`src/design/square_free_kernel_pair_count_unit_defines.svh`:
```
// Assertion macros shared by the square-free kernel pair count unit.
`ifndef SQUARE_FREE_KERNEL_PAIR_COUNT_UNIT_DEFINES_SVH
`define SQUARE_FREE_KERNEL_PAIR_COUNT_UNIT_DEFINES_SVH

// Same-cycle implication, checked on clk and disabled in reset.
`define SFKPC_ASSERT_IMP(label, ante, cons, msg) \
  label: assert property (@(posedge clk) disable iff (rst) (ante) |-> (cons)) \
    else $error(msg);

// Next-cycle implication, checked on clk and disabled in reset.
`define SFKPC_ASSERT_NXT(label, ante, cons, msg) \
  label: assert property (@(posedge clk) disable iff (rst) (ante) |=> (cons)) \
    else $error(msg);

`endif

```
`src/design/sfkpc_pkg.sv`:
```
// Types, constants and microcode table of the square-free kernel pair count unit.
`timescale 1ns / 1ps
`default_nettype none
package sfkpc_pkg;

  localparam int VALUE_BITS = 20;
  localparam int COUNT_BITS = 20;
  localparam int PAIR_BITS  = 40;
  localparam int HIST_DEPTH = 1 << VALUE_BITS;
  localparam int I_BITS     = VALUE_BITS / 2 + 1;
  localparam int SQ_BITS    = VALUE_BITS + 1;
  localparam int CNT_BITS   = $clog2(VALUE_BITS + 1);
  localparam int PC_BITS    = 4;

  typedef enum logic [3:0] {
    OP_NONE,
    OP_CLEAR,
    OP_LOAD,
    OP_DSTART,
    OP_DSTEP,
    OP_COMMIT,
    OP_NEXTI,
    OP_LOOKUP,
    OP_UPDATE
  } op_t;

  typedef enum logic [3:0] {
    C_NEVER,
    C_ALWAYS,
    C_CLR_BUSY,
    C_NO_IN,
    C_V_LT2,
    C_SQ_GT_V,
    C_DIV_BUSY,
    C_REM_NZ,
    C_OUT_BUSY
  } cond_t;

  typedef struct packed {
    op_t                op;
    cond_t              cond;
    logic [PC_BITS-1:0] target;
  } ucode_t;

  typedef struct packed {
    logic clr_busy;
    logic no_in;
    logic v_lt2;
    logic sq_gt_v;
    logic div_busy;
    logic rem_nz;
    logic out_busy;
  } status_t;

  localparam logic [PC_BITS-1:0] STEP_CLEAR  = 4'd0;
  localparam logic [PC_BITS-1:0] STEP_WAIT   = 4'd1;
  localparam logic [PC_BITS-1:0] STEP_SMALL  = 4'd2;
  localparam logic [PC_BITS-1:0] STEP_TEST   = 4'd3;
  localparam logic [PC_BITS-1:0] STEP_DSTART = 4'd4;
  localparam logic [PC_BITS-1:0] STEP_DSTEP  = 4'd5;
  localparam logic [PC_BITS-1:0] STEP_DCHECK = 4'd6;
  localparam logic [PC_BITS-1:0] STEP_COMMIT = 4'd7;
  localparam logic [PC_BITS-1:0] STEP_NEXTI  = 4'd8;
  localparam logic [PC_BITS-1:0] STEP_LOOKUP = 4'd9;
  localparam logic [PC_BITS-1:0] STEP_UPDATE = 4'd10;
  localparam logic [PC_BITS-1:0] STEP_RETURN = 4'd11;
  localparam logic [PC_BITS-1:0] STEP_LAST   = STEP_RETURN;

  function automatic ucode_t ucode_rom(input logic [PC_BITS-1:0] pc);
    ucode_t w;
    unique case (pc)
      STEP_CLEAR:  w = '{op: OP_CLEAR,  cond: C_CLR_BUSY, target: STEP_CLEAR};
      STEP_WAIT:   w = '{op: OP_LOAD,   cond: C_NO_IN,    target: STEP_WAIT};
      STEP_SMALL:  w = '{op: OP_NONE,   cond: C_V_LT2,    target: STEP_LOOKUP};
      STEP_TEST:   w = '{op: OP_NONE,   cond: C_SQ_GT_V,  target: STEP_LOOKUP};
      STEP_DSTART: w = '{op: OP_DSTART, cond: C_NEVER,    target: STEP_WAIT};
      STEP_DSTEP:  w = '{op: OP_DSTEP,  cond: C_DIV_BUSY, target: STEP_DSTEP};
      STEP_DCHECK: w = '{op: OP_NONE,   cond: C_REM_NZ,   target: STEP_NEXTI};
      STEP_COMMIT: w = '{op: OP_COMMIT, cond: C_ALWAYS,   target: STEP_TEST};
      STEP_NEXTI:  w = '{op: OP_NEXTI,  cond: C_ALWAYS,   target: STEP_TEST};
      STEP_LOOKUP: w = '{op: OP_LOOKUP, cond: C_NEVER,    target: STEP_WAIT};
      STEP_UPDATE: w = '{op: OP_UPDATE, cond: C_OUT_BUSY, target: STEP_UPDATE};
      STEP_RETURN: w = '{op: OP_NONE,   cond: C_ALWAYS,   target: STEP_WAIT};
      default:     w = '{op: OP_NONE,   cond: C_ALWAYS,   target: STEP_WAIT};
    endcase
    return w;
  endfunction

endpackage
`default_nettype wire

```
`src/design/sfkpc_sequencer.sv`:
```
// Microcode sequencer: step counter, control table and conditional jumps.
`timescale 1ns / 1ps
`default_nettype none
`include "square_free_kernel_pair_count_unit_defines.svh"
module sfkpc_sequencer (
  input  wire logic               clk,
  input  wire logic               rst,
  input  wire sfkpc_pkg::status_t status,
  output sfkpc_pkg::op_t          op
);
  import sfkpc_pkg::*;

  logic [PC_BITS-1:0] pc;
  logic [PC_BITS-1:0] pc_next;
  ucode_t             cw;
  logic               take;

  always_comb begin
    cw = ucode_rom(pc);
    unique case (cw.cond)
      C_NEVER:    take = 1'b0;
      C_ALWAYS:   take = 1'b1;
      C_CLR_BUSY: take = status.clr_busy;
      C_NO_IN:    take = status.no_in;
      C_V_LT2:    take = status.v_lt2;
      C_SQ_GT_V:  take = status.sq_gt_v;
      C_DIV_BUSY: take = status.div_busy;
      C_REM_NZ:   take = status.rem_nz;
      C_OUT_BUSY: take = status.out_busy;
      default:    take = 1'b1;
    endcase
    pc_next = take ? cw.target : pc + 1'b1;
    op      = cw.op;
  end

  always_ff @(posedge clk) begin
    if (rst) begin
      pc <= STEP_CLEAR;
    end else begin
      pc <= pc_next;
    end
  end

  `SFKPC_ASSERT_IMP(a_pc_in_program, 1'b1, pc <= STEP_LAST,
                    "step counter left the program")
endmodule
`default_nettype wire

```
`config.mk`:
```
export PLATFORM = sky130hd
export DESIGN_NAME = sfkpc_sequencer
export DESIGN_NICKNAME = d
export VERILOG_FILES = /design/src/design/sfkpc_pkg.sv /design/src/design/sfkpc_sequencer.sv
export VERILOG_INCLUDE_DIRS = /design/src /design/src/design
export SDC_FILE = /design/constraint.sdc
export NUM_CORES = 1
export LEC_CHECK = 0
export ABC_AREA = 1
export BUFFER_PORTS_ARGS = -buffer_cell sky130_fd_sc_hd__buf_2
export CORE_MARGIN = 2
export CORE_UTILIZATION = 55
export DETAILED_ROUTE_END_ITERATION = 12
export HOLD_SLACK_MARGIN = 0.06
export PLACE_DENSITY = 0.78
export SYNTH_ARGS = -nofsm -noshare
export SYNTH_HDL_FRONTEND = slang
export SYNTH_SLANG_ARGS = --single-unit
export TNS_END_PERCENT = 10
```
`constraint.sdc`:
```
create_clock -name clk -period 2.3 [get_ports clk]
set_input_delay 0.46 -clock clk [delete_from_list [all_inputs] [get_ports clk]]
set_output_delay 0.46 -clock clk [all_outputs]
set_load 0.03 [all_outputs]
```
# Word-level counts from Yosys, hierarchy flattened
# Memory sizes are Yosys's and may differ from the RTL's. A register that Yosys moved wholly into a read port is not among the register bits.
# Index checks and enable logic that the tools add are counted.
[classes]
n_addsub = 1
eq_ne = 7
n_mux = 3
n_reduce_logical = 1
[op_table]
columns = ["op", "n"]
rows = [
  ["$eq 4x3->1 const B", 4],
  ["$eq 4x2->1 const B", 2],
  ["$mux 4", 2],
  ["$pmux 1 s8", 1],
  ["$add 4x1->4 const B", 1],
  ["$eq 4x4->1 const B", 1],
  ["$logic_not 4->1", 1],
]
[totals]
regBits = 4
mem_bits_ro = 192
inputBits = 9
output_inout_bits = 4
wordCells = 14
n_memories = 1
[memory_table]
columns = ["memory", "depth", "width", "read_ports", "rd_ports_with_merged_regs", "wr", "line_no", "rtl"]
rows = [
  ["(name not given)", 16, 12, 1, 1, 0, "sfkpc_pkg.sv:71", "unique case (pc)"],
]

# Longest topological paths before layout
# Gate-level depths: netlist of the first run.
[depth]
word_depth = 4
ltp_mapped = 14
mapped_depth_nobuf = 14

# Worst setup path after synthesis of the first run
# No wires, ideal clock.
[synth_path]
path_kind = "input to register"
from = "in status[0] in the netlist's numbering"
to = "reg cw[8] (netlist name)"
setup_time_ns = 0.114
arrival_ns = 1.701
required_ns = 2.186
setup_slack_ns = 0.486
stages = 9
path_buffers = 0
cell_sequence = "o21ai_1 > o21a_2 > nand3_4 > nand2_1 > nand3_2 > ha_1 > nand4_1 > nand3_1 > nand2_1"
[synth_between]
elab_chain_cells = 3
[synth_rtl]
columns = ["element", "line_no", "rtl"]
rows = [
  ["from (decl)", "sfkpc_sequencer.sv:8", "input wire sfkpc_pkg::status_t status,"],
  ["$pmux 1 s8", "sfkpc_sequencer.sv:20", "unique case (cw.cond)"],
  ["$mux 4", "sfkpc_sequencer.sv:32", "pc_next = take ? cw.target : pc + 1'b1;"],
  ["$mux 4 (no source line)", "n/a", ""],
]
# No other way between the ends.
# A chain may end at the register's enable or synchronous reset.

# Worst setup path in the final report of the first run
[layout_path]
from = "reg cw[6] (netlist name)"
to = "reg cw[8] (netlist name)"
[layout_between]
elab_chain_cells = 4
word_cells_on_any_way = 11
classes_between = "eq/ne (7); mux (3); reduce/logical (1)"
[layout_rtl]
columns = ["element", "line_no"]
rows = [
  ["$eq 4x4->1 (tied with other cells)", "sfkpc_sequencer.sv:20"],
  ["$pmux 1 s8 *", "sfkpc_sequencer.sv:20"],
  ["$mux 4 *", "sfkpc_sequencer.sv:32"],
  ["$mux 4 (no source line) *", "n/a"],
]
# Every way passes the cells marked *; elsewhere a longest branch is shown, timed or not.

==> qor.yml, run 1 <==
clock_tree:
  root_buffer: "clkbuf_4"
  cts_resized: 0
  numCtsBuffers: 3
  clockBufferDepth: 2
  hold_buffers: 0
  cts_max_level: 1
  cts.sinks: 15
  clkSlewWorstSetupHoldPaths_ns: 0.08
  post_cts_buffers: 0
  clk_latency_ns: 0.27
  cts_tree: "done"
grt:
  grt-ovfl-total: 0
  antenna_found_initial: 0
  grt_use_met3: 0.01200
  grt_first_pass_wirelength_um: 2732
  grt_use_met2: 0.3229
  met1_usage: 0.2153
  grt_usage: 0.1853
  grt_start_max_net_pins: 12
  grt_pass1_vias: 684
  grt.busiest_layer: "met2"
setup_path:
  max_stage_delay_ns: 0.43
  cp_cell_sequence: "inv_1 > nand2_1 > nand3_2 > nand2_4 > nand3_4 > nand2_1 > nand3_2 > ha_1 > nand4_1 > nand3_1 > nand2_1"
  crit_arrival_ns: 2.16
  critPathCaptureType: "flip-flop"
  worst-path-buf-inv: 1
  crit_fanout: 8
  critPathLaunchType: "flip-flop"
  r2r_start: "cw[6]"
  cp_data_required_time_ns: 2.47
  ff2ff_setup_slack_ns: 0.31
  crit_family: "simple AND/OR/NAND/NOR gates"
  worst_path_max_delay_cell: "dfxtp_1"
  cp_common_cell: "nand2_1"
  critical_path_class: "reg2reg"
  worstSetupStartpoint: "cw[6]"
routing:
  vias_per_cell: 5.200
  post_drt_wl_per_cell_um: 11.12
  drt-initial-drc-count: 13
  dr.pass1.iters: 5
  ant_nets: 0
  drc: 0
  vias: 754
  route.final.wire_length_um: 1613
synth:
  synth-simple-area-share: 0.3930
  async_flop_share: 0
  yosysMostFrequentCell: "nand2_1"
  synthCells: 118
  synth_mux_area_frac: 0
  yosys-top-cells-area: "dfxtp_1, nand2_1, ha_1"
  synth_xor_area_frac: 0.01884
  ys_types: 24
  ys_warn_count: 0
  synth_edf_count: 0
  synth_top_family_by_area: "simple AND/OR/NAND/NOR gates"
  ys_ff_latch: 15
  netlist_area_um2: 929.6
  synth_compound_area_frac: 0.03096
  synth_top_cell_by_area: "dfxtp_1"
  synth_fa_ha_area_frac: 0.09421
  yosys_most_used_dff: "dfxtp_1"
  synth_top_area_frac: 0.3230
  synth_common_cells: "nand2_1, inv_1, dfxtp_1"
  syn_avg_cell_area_um2: 7.878
  syn-num-nets: 134
  ys_seq_area_frac: 0.3230
finish:
  fin_nets: 146
  syn_to_final_growth_pct: 6.999
  diodes: 0
  drive_gt1_frac: 0.2636
  fin_cells: 145
  design_area_um2: 994.7
  utilization: 0.6453
  n_fill_cell: 133
timing:
  fmax_ghz: 0.5034
  holdWs_ns: 0.6610
  tightest_slew_ns: 0.2956
  slew_headroom: 0.8017
  maxSlewViolCount: 0
  fin_tns_setup_ns: 0
  rsz0062_at_grt: "no"
  post-route-period-util: 0.8637
  finalHoldViolCount: 0
  fin_skew_ns: 0.003119
  layout_setup_ws_ns: 0.3134
  finalCriticalPeriod_ns: 1.987
  setup_viol: 0
floorplan:
  die_h_um: 45.11
  initial_utilization: 0.6031
  die_w_um: 45.11
  design.core.area_um2: 1541
  io-pin-count: 13
  dieArea_um2: 2035
  rows: 14
pwr:
  vdd_drop_max_mv: 0.8508
  power_density_nw_per_um2: 1582
  power_mw: 1.574
  p_leak_nw: 0.5373
place:
  placed_cell_area_um2: 968.4
  place_congestion: 0.8889
  dp_hpwl_um: 1275
  dp_cells: 141
  dp_slack_ns: 0.1809
  io_buffers: 12
job:
  cap_violations: 0
hold_path:
  min_path_type: "reg2reg"
  min_from: "cw[2]"
status:
  outcome: "finished clean"
## sequential cells by signal, summed over array words and instances, names as in the netlist
register and count:
cw 11, pc 4
## kinds of logic after synthesis
| group | Yosys count |
|---|---|
| and+or+nand+nor | 61 |
| xor gates and xnor gates | 2 |
| buffers and inverters | 28 |
| DFF | 15 |
| adders and majority gates | 7 |
| AOI/OAI and AO/OA | 5 |
## worst reg2reg max path, stage by stage, from the launching register on
cell,delay [ns]
dfxtp_1,0.43
inv_1,0.10
nand2_1,0.08
nand3_2,0.09
nand2_4,0.10
nand3_4,0.11
nand2_1,0.10
nand3_2,0.19
ha_1,0.37
nand4_1,0.15
nand3_1,0.12
nand2_1,0.05
## worst paths after layout
kind	to	cells after the start
hold reg to reg	pc[2]	4
hold / removal	pc[2]	4
setup / recovery	cw[8]	11
setup reg to reg	cw[8]	11
## layout by cell type (no fill, tap or decap), types with 2 or more instances in the layout
master,n
clkbuf_4,3
nand2_2,5
a21oi_1,2
nand3_4,2
nand2_4,2
dfxtp_1,15
o21ai_1,2
buf_2,12
nand3_2,4
nand3_1,12
ha_1,7
nand4_1,6
nand2_1,26
inv_1,20
## layer usage
layer	vias to the layer above	part of all wire
met2	19	0.51
li1	392	-
met4	0	0.027
met3	4	0.027
met1	339	0.44
met5	-	0
## area by class of cell
cell class / instances / area (um2) / share of cell area
Sequential cell: 15 / 300.3 / 0.3019
Timing Repair Buffer: 12 / 60.06 / 0.06038
Tap cell: 16 / 20.02 / 0.02013
Multi-Input combinational cell: 75 / 499.2 / 0.5019
Inverter: 23 / 88.84 / 0.08931
Clock buffer: 4 / 26.28 / 0.02642
## where the power goes
part | switching, mW | internal, mW
Clock | 0.0731 | 0.0672
Sequential | 0.0563 | 0.378
Combinational | 0.667 | 0.332
Total | 0.796 | 0.777
Power figures use the tool's default switching activity.
==> inputs of run 2 (changes only) <==
--- a/config.mk
+++ b/config.mk
@@ -11,8 +11,9 @@
 export CORE_MARGIN = 2
 export CORE_UTILIZATION = 55
 export DETAILED_ROUTE_END_ITERATION = 12
-export HOLD_SLACK_MARGIN = 0.06
+export HOLD_SLACK_MARGIN = 0.05
 export PLACE_DENSITY = 0.78
+export REMOVE_ABC_BUFFERS = 1
 export SYNTH_ARGS = -nofsm -noshare
 export SYNTH_HDL_FRONTEND = slang
 export SYNTH_SLANG_ARGS = --single-unit
==> qor.yml, run 2 (synthesis results as in run 1) <==
pwr:
  swShare: 0.5066
  vdd_drop_max_mv: 0.9517
  clock_power_share: 0.096
  p_int_uw: 774.7
  p_seq_frac: 0.275
  power.switching_uw: 795.6
  power_density_nw_per_um2: 1577
  p_leak_nw: 0.5400
  pwr-share-comb: 0.630
clock_tree:
  cts_max_level: 1
  cts.sinks: 15
  clockBufferDepth: 2
  clkSlewWorstSetupHoldPaths_ns: 0.09
  cts_tree: "done"
  clk_latency_ns: 0.29
  cts_resized: 0
  numCtsBuffers: 3
  root_buffer: "clkbuf_4"
  hold_buffers: 0
  post_cts_buffers: 0
setup_path:
  worst-path-buf-inv: 1
  worst_path_max_delay_cell: "dfxtp_1"
  critPathLaunchType: "flip-flop"
  cp_cell_sequence: "inv_1 > nand2_1 > nand3_2 > nand2_4 > nand3_4 > nand2_1 > nand3_2 > ha_1 > nand4_1 > nand3_1 > nand2_1"
  crit_arrival_ns: 2.15
  max_stage_delay_ns: 0.41
  crit_family: "simple AND/OR/NAND/NOR gates"
  cp_common_cell: "nand2_1"
  cp_data_required_time_ns: 2.49
  crit_fanout: 8
  critPathCaptureType: "flip-flop"
  critical_path_class: "reg2reg"
timing:
  maxSlewViolCount: 0
  setup_viol: 0
  tightest_slew_ns: 0.2878
  slew_headroom: 0.8070
  finalCriticalPeriod_ns: 1.956
  fin_skew_ns: 0.0005233
  fmax_ghz: 0.5113
  rsz0062_at_grt: "no"
  layout_setup_ws_ns: 0.3441
  post-route-period-util: 0.8504
  fin_tns_setup_ns: 0
  finalHoldViolCount: 0
status:
  outcome: "finished clean"
finish:
  syn_to_final_growth_pct: 7.133
  layout_common_cells: "nand2_1, inv_1, dfxtp_1"
  largest_reg_flops: 11
  fin_nets: 146
  multi_input_area_um2: 499.2
  diodes: 0
  seq_area_um2: 300.3
  final_common_cell: "nand2_1"
  drive_gt1_frac: 0.2713
  n_fill_cell: 125
routing:
  route.final.wire_length_um: 1537
  dr.pass1.iters: 4
  vias_per_cell: 5.110
  drt-initial-drc-count: 9
  drc: 0
  vias: 741
  post_drt_wl_per_cell_um: 10.60
  ant_nets: 0
floorplan:
  die_h_um: 45.11
  dieArea_um2: 2035
  design.core.area_um2: 1541
  die_w_um: 45.11
  initial_utilization: 0.6031
  rows: 14
  io-pin-count: 13
job:
  cap_violations: 0
hold_path:
  min_path_type: "reg2reg"
place:
  dp_slack_ns: 0.1878
  place_congestion: 0.8735
  dp_hpwl_um: 1214
  io_buffers: 12
grt:
  grt_usage: 0.1844
  grt-ovfl-total: 0
  grt_start_max_net_pins: 12
  grt_first_pass_wirelength_um: 2691
  grt_pass1_vias: 690
  antenna_found_initial: 0
## run 2: changes by cell type in the layout (fill, tap and decap cells not counted)
cell      change
clkbuf_1      -1
clkinv_2      +1
## run 2: worst paths after layout
| check | startpoint | end | slack, ns | cells past startpoint |
|---|---|---|---|---|
| worst max-delay path | cw[6] | cw[8] | 0.34 | 11 |
| worst min-delay path | cw[2] | pc[2] | 0.66 | 4 |
| worst max register to register | cw[6] | cw[8] | 0.34 | 11 |
| worst min register to register | cw[2] | pc[2] | 0.66 | 4 |
## run 2: per-stage QoR
| step | instances | area, um2 | utilization | hold WS, ns | power [mW] |
|---|---|---|---|---|---|
| 6_report | 145 | 996.0 | 0.6461 | 0.6622 | 1.570 |
| 5_1_grt | 145 | 996.0 | 0.6461 | 0.6987 | 1.735 |
| 4_1_cts | 145 | 996.0 | 0.6461 | 0.6582 | 1.581 |
| 3_5_place_dp | 141 | 968.4 | 0.6282 | 0.6490 | 1.427 |
| 3_3_place_gp | 141 | 968.4 | 0.6282 | 0.6425 | 1.406 |
| 2_1_floorplan | 113 | 888.4 | - | 0.5968 | 1.237 |
## run 2: routing by layer
layer | share of wire | GRT usage
met3 | 0.036 | 0.02400
met1 | 0.45 | 0.2155
met5 | 0 | 0
met4 | 0.023 | 0.1059
met2 | 0.49 | 0.3200
## run 2: worst register-to-register path: cells and delay by family, from the launching register on
| kind | cells | cell delay, ns |
|---|---|---|
| and+or+nand+nor | 9 | 0.99 |
| buffers and inverters | 1 | 0.08 |
| DFF | 1 | 0.41 |
| adders and majority gates | 1 | 0.38 |
## run 2: power groups by stage
stage / clock network (mW) / registers, mW / logic (mW)
floorplan: 0 / 0.482 / 0.755
global placement: 0 / 0.437 / 0.969
detailed placement: 0 / 0.438 / 0.989
CTS: 0.153 / 0.432 / 0.995
global route: 0.166 / 0.444 / 1.12
finish: 0.150 / 0.431 / 0.989
## run 2: cell type report
cell class | count | share of cell area
clock inverters | 1 | 0.005025
flip-flops and latches | 15 | 0.3015
repair buffers | 12 | 0.06030
multi-input cells | 75 | 0.5013
inverters | 23 | 0.08920
clock buffers | 3 | 0.02261
well taps | 16 | 0.02010
==> inputs of run 3 (changes only) <==
--- a/config.mk
+++ b/config.mk
@@ -8,11 +8,13 @@
 export LEC_CHECK = 0
 export ABC_AREA = 1
 export BUFFER_PORTS_ARGS = -buffer_cell sky130_fd_sc_hd__buf_2
+export CELL_PAD_IN_SITES_DETAIL_PLACEMENT = 0
+export CELL_PAD_IN_SITES_GLOBAL_PLACEMENT = 1
 export CORE_MARGIN = 2
-export CORE_UTILIZATION = 55
+export CORE_UTILIZATION = 40
 export DETAILED_ROUTE_END_ITERATION = 12
 export HOLD_SLACK_MARGIN = 0.05
-export PLACE_DENSITY = 0.78
+export PLACE_DENSITY = 0.77
 export REMOVE_ABC_BUFFERS = 1
 export SYNTH_ARGS = -nofsm -noshare
 export SYNTH_HDL_FRONTEND = slang
==> qor.yml, run 3 (synthesis results as in run 1) <==
timing:
  finalHoldViolCount: 0
  fin_skew_ns: 0.002297
  fmax_ghz: 0.5044
  layout_setup_ws_ns: 0.3176
  holdWs_ns: 0.6528
  finalCriticalPeriod_ns: 1.982
  post-route-period-util: 0.8619
  tightest_slew_ns: 0.2937
  setup_viol: 0
  fin_tns_setup_ns: 0
  maxSlewViolCount: 0
  rsz0062_at_grt: "no"
  slew_headroom: 0.8030
routing:
  ant_nets: 0
  vias_per_cell: 4.701
  dr.pass1.iters: 4
  drc: 0
  vias: 738
  post_drt_wl_per_cell_um: 10.36
  route.final.wire_length_um: 1627
  drt-initial-drc-count: 12
clock_tree:
  clkSlewWorstSetupHoldPaths_ns: 0.08
  cts.sinks: 15
  clockBufferDepth: 2
  clk_latency_ns: 0.28
  cts_tree: "done"
  post_cts_buffers: 0
  cts_resized: 0
  root_buffer: "clkbuf_4"
  cts_max_level: 1
  hold_buffers: 0
  numCtsBuffers: 3
job:
  cap_violations: 0
floorplan:
  die_h_um: 52.21
  initial_utilization: 0.4202
  dieArea_um2: 2726
  design.core.area_um2: 2212
  die_w_um: 52.21
  rows: 17
  io-pin-count: 13
pwr:
  power_mw: 1.571
  p_leak_nw: 0.5373
  vdd_drop_max_mv: 0.6220
  power_density_nw_per_um2: 1556
grt:
  grt-ovfl-total: 0
  grt_start_max_net_pins: 12
  grt_pass1_vias: 682
  antenna_found_initial: 0
  grt_usage: 0.1364
  grt_first_pass_wirelength_um: 2718
setup_path:
  rr_worst_depth: 11
  critPathLaunchType: "flip-flop"
  crit_arrival_ns: 2.17
  cp_data_required_time_ns: 2.48
  critPathCaptureType: "flip-flop"
  critical_path_class: "reg2reg"
  crit_fanout: 8
finish:
  utilization: 0.4564
  layout_common_cells: "nand2_1, inv_1, dfxtp_1"
  drive_gt1_frac: 0.2636
  diodes: 0
  final_common_cell: "nand2_1"
  design_area_um2: 1010
  largest_reg_flops: 11
  fin_cells: 157
  fin_nets: 146
  syn_to_final_growth_pct: 8.614
place:
  io_buffers: 12
  dp_slack_ns: 0.1773
  dp_hpwl_um: 1271
  place_congestion: 0.7774
  placed_cell_area_um2: 983.4
  dp_cells: 153
status:
  outcome: "finished clean"
hold_path:
  whs_path_depth: 4
  min_path_type: "reg2reg"
==> run 3: changes by cell type in the layout (fill, tap and decap cells not counted), sizes merged <==
| cell | previous run | this run |
|---|---|---|
| clkinv | 2 | 1 |
| clkbuf | 3 | 4 |
==> run 3: where the power goes <==
group	switching [mW]	internal, mW	total (mW)
Combinational	0.660	0.331	0.991
Sequential	0.0559	0.378	0.434
Clock	0.0792	0.0674	0.147
Total	0.795	0.776	1.57
==> run 3: worst max-delay path, stage by stage, from the launching register on <==
cell,delay (ns)
dfxtp_1,0.42
nand2_1,0.08
nand3_1,0.10
nand2_1,0.07
nand2_2,0.12
nand3_4,0.11
nand2_1,0.09
nand3_2,0.19
ha_1,0.38
nand4_1,0.16
nand3_1,0.12
nand2_1,0.05
==> run 3: area by class of cell <==
class,count,area [um2]
inverters,23,88.84
well taps,28,35.03
repair buffers,12,60.06
clock buffers,4,26.28
multi-input cells,75,499.2
flip-flops and latches,15,300.3
fillers,232,1202
==> run 3: final timing paths <==
path / slack, ns / end / start
min reg2reg: 0.65 / cw[2] / cw[0]
min: 0.65 / cw[2] / cw[0]
max reg2reg: 0.32 / cw[8] / cw[6]
max: 0.32 / cw[8] / cw[6]
==> run 3: layer usage <==
layer	up-vias	wire, um	global-route usage
met4	0	48	0.07692
met5	-	0	0
met3	5	59	0.02571
li1	392	-	-
met1	326	752	0.1525
met2	15	767	0.2405
